===== src/rtl/esc_pkg.sv =====
// Package for the environmental sensor compensation block.
// Holds the shared compensation constants; no dependencies.
package esc_pkg;

  localparam logic [31:0] TF_OFF_P = 32'd64000;
  localparam logic [31:0] PRESS_BASE = 32'd1048576;
  localparam logic [31:0] PRESS_MUL = 32'd3125;
  localparam logic [31:0] HUM_OFF = 32'd76800;
  localparam logic [31:0] HUM_MAX = 32'd419430400;
  localparam int unsigned DivSteps = 32;

endpackage


===== src/rtl/esc_divider.sv =====
// Pipelined restoring divider, one quotient bit per stage, 32 stages.
// Depends on esc_pkg. Carries a side payload alongside each quotient.
module esc_divider
  import esc_pkg::*;
#(
  parameter int unsigned SideW = 8
) (
  input  logic             clk_i,
  input  logic             rst_ni,
  input  logic             en_i,
  input  logic             valid_i,
  input  logic [31:0]      num_i,
  input  logic [31:0]      den_i,
  input  logic [SideW-1:0] side_i,
  output logic             valid_o,
  output logic [31:0]      quot_o,
  output logic [SideW-1:0] side_o
);

  logic [DivSteps:1]            vld_q;
  logic [DivSteps:1][31:0]      rem_q;
  logic [DivSteps:1][31:0]      num_q;
  logic [DivSteps:1][31:0]      den_q;
  logic [DivSteps:1][SideW-1:0] side_q;

  for (genvar s = 0; s < DivSteps; s++) begin : g_stage
    logic             vld_in;
    logic [31:0]      rem_in;
    logic [31:0]      num_in;
    logic [31:0]      den_in;
    logic [SideW-1:0] side_in;
    logic [32:0]      trial;
    logic [32:0]      shifted;
    if (s == 0) begin : g_first
      assign vld_in  = valid_i;
      assign rem_in  = '0;
      assign num_in  = num_i;
      assign den_in  = den_i;
      assign side_in = side_i;
    end else begin : g_next
      assign vld_in  = vld_q[s];
      assign rem_in  = rem_q[s];
      assign num_in  = num_q[s];
      assign den_in  = den_q[s];
      assign side_in = side_q[s];
    end
    always_comb begin
      shifted = {rem_in, num_in[31]};
      trial   = shifted - {1'b0, den_in};
    end
    always_ff @(posedge clk_i or negedge rst_ni) begin
      if (!rst_ni) begin
        vld_q[s+1] <= 1'b0;
      end else if (en_i) begin
        vld_q[s+1] <= vld_in;
      end
    end
    always_ff @(posedge clk_i) begin
      if (en_i) begin
        rem_q[s+1]  <= trial[32] ? shifted[31:0] : trial[31:0];
        num_q[s+1]  <= {num_in[30:0], ~trial[32]};
        den_q[s+1]  <= den_in;
        side_q[s+1] <= side_in;
      end
    end
  end

  assign valid_o = vld_q[DivSteps];
  assign quot_o  = num_q[DivSteps];
  assign side_o  = side_q[DivSteps];

endmodule


===== config.mk =====
export PLATFORM = sky130hd
export DESIGN_NAME = esc_divider
export DESIGN_NICKNAME = d
export VERILOG_FILES = /design/src/rtl/esc_pkg.sv /design/src/rtl/esc_divider.sv
export SDC_FILE = /design/constraint.sdc
export NUM_CORES = 2
export LEC_CHECK = 0
export BUFFER_PORTS_ARGS = -buffer_cell sky130_fd_sc_hd__buf_4
export CAP_MARGIN = 20
export CORE_ASPECT_RATIO = 0.7
export CORE_UTILIZATION = 52
export CTS_CLUSTER_DIAMETER = 40
export DETAILED_ROUTE_END_ITERATION = 8
export GPL_TIMING_DRIVEN = 0
export PLACE_DENSITY_LB_ADDON = 0.15
export RECOVER_POWER = 50
export SYNTH_ARGS = -nofsm -noshare
export SYNTH_HDL_FRONTEND = slang
export SYNTH_SLANG_ARGS = --single-unit

===== constraint.sdc =====
create_clock -name clk_i -period 11.7 [get_ports clk_i]
set_input_delay 3.51 -clock clk_i [delete_from_list [all_inputs] [get_ports clk_i]]
set_output_delay 3.51 -clock clk_i [all_outputs]
set_load 0.01 [all_outputs]

# After elaboration in Yosys (flattened, before gate mapping)
# Cells that the tools add are included.
totals:
  ff_bits: 3296
  output_inout_bits: 41
  word_cells: 254
op_classes:
  add_sub_neg: 32
  muxes: 31
  bitwise: 32
op_table:
  columns: ["operator", "n"]
  rows:
  - ["$sub A33 B32 Y33", 31]
  - ["$mux W32", 30]
  - ["$sub A1 B32 Y33", 1]
  - ["$not A1 Y1", 32]
  - ["$mux W1", 1]

# Logic depth before layout (Yosys ltp)
depth:
  word_depth: 2
  depth_mapped: 16

# Worst setup path after synthesis
# Ideal clock, no wire load.
synth_path:
  path_type: "input-to-reg"
  from: "input port num_i[31]"
  to: "register rem_q (netlist bit g_stage[1].rem_in[11]) (data pin)"
  setup_ps: 257
  t_arrival_ps: 4826
  required_time_ps: 11443
  path_slack_ps: 6617
  stages: 8
  path_buffers: 3
  cell_sequence: "inv_1 > ha_1 > clkbuf_1 > clkbuf_1 > inv_1 > ha_1 > clkbuf_1 > o2111a_1"
synth_between:
  elab_chain_len: 1
synth_rtl:
  columns: ["item", "line_no", "rtl"]
  rows:
  - ["start: declaration", "esc_divider.sv:12", "input logic [31:0] num_i,"]
  - ["$sub A1 B32 Y33", "esc_divider.sv:49", "trial = shifted - {1'b0, den_in};"]
  - ["end signal: indexed assignment", "esc_divider.sv:60", "rem_q[s+1] <= trial[32] ? shifted[31:0] : trial[31:0];"]
  - ["end: declaration", "esc_divider.sv:21", "logic [DivSteps:1][31:0] rem_q;"]
# No other way between the ends.
# A chain may end at the register's enable or synchronous reset.

# Worst setup path after layout
layout_path:
  from: "input port en_i"
  to: "register rem_q (netlist bit g_stage[22].rem_in[21]) (enable)"
layout_lines:
  columns: ["item", "line_no", "rtl"]
  rows:
  - ["start: declaration", "esc_divider.sv:10", "input logic en_i,"]
# No word-level cell between the ends.

==> impl_metrics.json <==
{
  "status": "finished with violations",
  "violations": "max-capacitance violations, max-slew violations",
  "hold_slack_ns": 0.381,
  "min_period_ns": 8.56,
  "synth-simple-area-share": 0.0599,
  "place_hpwl_mm": 271,
  "finalNetCount": 14000,
  "cts_tree": "built",
  "drt-vias-per-instance": 5.73,
  "ys.warnings.count": 0,
  "cp.required_ns": 12.23,
  "ctsResizeCount": 0,
  "power_w": 0.0552,
  "crit_end": "g_stage[22].rem_in[21]$_DFFE_PP_",
  "synth_compound_area_frac": 0.114,
  "synth-edff-count": 3264,
  "r2r_cells": 15,
  "slew_headroom": -2.27,
  "synth_area_um2": 163000,
  "r2r_end": "g_stage[18].rem_in[30]$_DFFE_PP_",
  "rrSetupSlack_ns": 5.08,
  "grt_pass1_vias": 94100,
  "gp_congestion": 0.953,
  "num_io_pins": 117,
  "tightest_slew_ns": 4.91,
  "cap_violations": 6,
  "post-route-period-util": 0.732,
  "cts_setup_buffers": 0,
  "drt_iter0_drc": 10200,
  "endpoint_kind": "register",
  "dpl_cell_area_um2": 170000,
  "firstDrtPassIters": 7,
  "yosys.area_share.adder": 0.0799,
  "grt_setup_unrepaired": "false",
  "drive_gt1_frac": 0.125,
  "worst_r2r_startpoint": "g_stage[17].num_in[31]$_DFFE_PP_",
  "yosys.area.top_type": "edfxtp_1",
  "synthXorXnorAreaFrac": 0.0407,
  "wl_per_cell_um": 21.2,
  "use_met3": 0.0472,
  "finish.utilization": 0.592,
  "synthMuxAreaShare": 0.0638,
  "fin_tns_setup_ns": 0,
  "root_buffer": "clkbuf_16",
  "cts_hold_buf": 0,
  "powerDensity_nw_per_um2": 300,
  "area_growth_pct": 12.9,
  "antenna_found_initial": 18,
  "cts_sinks": 3296,
  "startpoint": "en_i",
  "synthArstFlopShare": 0.00971,
  "p_leak_nw": 72.9,
  "clk_pin_slew_ns": 0.06,
  "cts_buffer_depth": 4,
  "grt_max_degree": 203,
  "grt_overflow": 0,
  "fp.dieArea_um2": 316000,
  "hold_viol_final": 0,
  "portBuffers": 116,
  "grtUsageTotal": 0.230,
  "grt_pass1_wl_mm": 567,
  "synth_cell_types": 104,
  "numCtsBuffers": 430,
  "drc": 0,
  "syn_inst": 12300,
  "row_count": 171,
  "min_from": "g_stage[24].num_in[13]$_DFFE_PP_",
  "max-vdd-ir-drop_v": 0.000150,
  "max_freq_ghz": 0.117,
  "criticalPathCategory": "input pin to register",
  "synth_top_area_frac": 0.601,
  "initial_core_util": 0.524,
  "grtUsageMet1": 0.402,
  "gr-usage-met2": 0.284,
  "core_region_area_um2": 311000,
  "synth_top_family_by_area": "compound AO/OA/AOI/OAI gates",
  "clk_latency_ns": 0.95,
  "min_path_type": "register to register",
  "avgSynthCellArea_um2": 13.2,
  "worstPathMaxFanout": 202,
  "num-fill-cells": 24500,
  "vias": 100000,
  "die_w_um": 671,
  "ys_seq_elements": 3296,
  "worst_setup_path_start_kind": "input pin",
  "critPathArrivalTime_ns": 9.09,
  "wirelength_mm": 370,
  "seq_area_frac_synth": 0.606,
  "htree_levels": 5,
  "ys_top_cells_by_area": "edfxtp_1 (60%), ha_1 (7.6%), mux2_2 (5.2%)",
  "setup_viol": 0,
  "final_antenna_net_count": 0,
  "grt_busiest_layer": "met1",
  "finalInstanceArea_um2": 184000,
  "die_h_um": 470,
  "drv_slew": 592,
  "synth-main-ff-cell": "edfxtp_1",
  "final.setup_skew_ns": 0.0811
}
-- synthesized netlist by cell type, drive strengths merged, types with 23 or more instances --
library cell,count
clkbuf,132
and4,27
a21oi,828
inv,1276
ha,993
dfrtp,32
o211ai,54
nor2,506
nand2,482
o21bai,109
mux2i,73
a21o,430
or2,38
edfxtp,3264
nor4,27
nand3,141
o21a,173
a31oi,116
o311ai,23
and2,34
nand2b,114
a211oi,74
xnor2,515
o31ai,73
nor3,165
and3,90
mux2,850
a21boi,38
xor2,240
or3,48
a211o,31
o21ai,605
nand4,117
nor2b,123
buf,76
fa,30
o31a,53
-- worst min-delay path by stage --
stage / to / cells after the start / slack [ns]
3_5_place_dp: g_stage[10].num_in[17]$_DFFE_PP_ / 0 / 0.40
6_report: g_stage[25].num_in[14]$_DFFE_PP_ / 0 / 0.38
5_1_grt: g_stage[18].side_in[5]$_DFFE_PP_ / 0 / 0.37
3_3_place_gp: g_stage[21].num_in[20]$_DFFE_PP_ / 0 / 0.40
4_1_cts: g_stage[26].num_in[1]$_DFFE_PP_ / 0 / 0.37
2_1_floorplan: g_stage[10].num_in[10]$_DFFE_PP_ / 0 / 0.40
-- logic make-up (layout without fill, tap and decap cells) --
group / count (synthesis) / after routing
simple gates: 1980 / 1980
buf+inv: 1484 / 2433
mux: 923 / 923
flops: 3296 / 3296
fa+ha+maj: 1023 / 1023
compound gates: 2874 / 2874
other cells: 1 / 19
xor+xnor: 755 / 755
-- per-layer routing --
metal	share of wire	wire length [um]	vias to the layer above
li1	-	-	47600
met1	0.54	199000	48700
met2	0.37	135000	3131
met3	0.081	29900	519
met4	0.017	6340	4
met5	0.000086	32	-
-- flip-flops by register name, indices dropped and copies added (netlist names) --
signal / flops
valid_o: 1
g_stage.side_in: 248
g_stage.vld_in: 31
quot_o: 32
g_stage.rem_in: 992
g_stage.den_in: 992
side_o: 8
g_stage.num_in: 992
-- cell type report --
type,instances,area [um^2],area share
sequential,3296,98800,0.537
multi-input combinational,7570,58300,0.317
antenna,4,10.0,0.0000544
tap,4152,5190,0.0283
timing repair buffer,151,1270,0.00691
clock inverter,319,3610,0.0196
buffer,208,870,0.00473
inverter,1276,4790,0.0261
clock buffer,479,11100,0.0601
-- cells in the final DEF, fill, tap and decap left out, drive strengths merged, types with 34 or more instances in the layout --
cell type,synthesis,routed
o31a,53,53
nor2b,123,123
and3,90,90
inv,1276,1374
and2,34,34
mux2i,73,73
xor2,240,240
o211ai,54,54
clkbuf,132,723
a21boi,38,38
a31oi,116,116
o21ai,605,605
ha,993,993
nand4,117,117
nand3,141,141
a21o,430,430
a211oi,74,74
clkinvlp,0,39
o21a,173,173
o21bai,109,109
nand2b,114,114
nor2,506,506
mux2,850,850
bufinv,0,43
nand2,482,482
xnor2,515,515
or3,48,48
nor3,165,165
or2,38,38
o31ai,73,73
buf,76,115
clkinv,0,139
edfxtp,3264,3264
a21oi,828,828
-- critical path, stage by stage --
cell,delay (ns)
buf_16,0.47
clkbuf_2,3.22
buf_16,0.49
buf_16,0.60
-- per-stage QoR --
step / cells / setup slack [ns]
after global placement: 16600 / -22.41
after global routing: 17500 / 2.74
after CTS: 17400 / 3.49
after floorplan: 12400 / 6.62
final: 17500 / 3.14
after detailed placement: 16600 / 2.44
-- report_power, final --
group	internal, W	leakage [nW]	switching [W]	total, W
logic	0.0103	33.5	0.0131	0.0234
registers	0.0169	32.3	0.00155	0.0185
clock network	0.00793	7.06	0.00538	0.0133
total	0.0352	72.9	0.0200	0.0552
(Power assumes the default switching activity.)
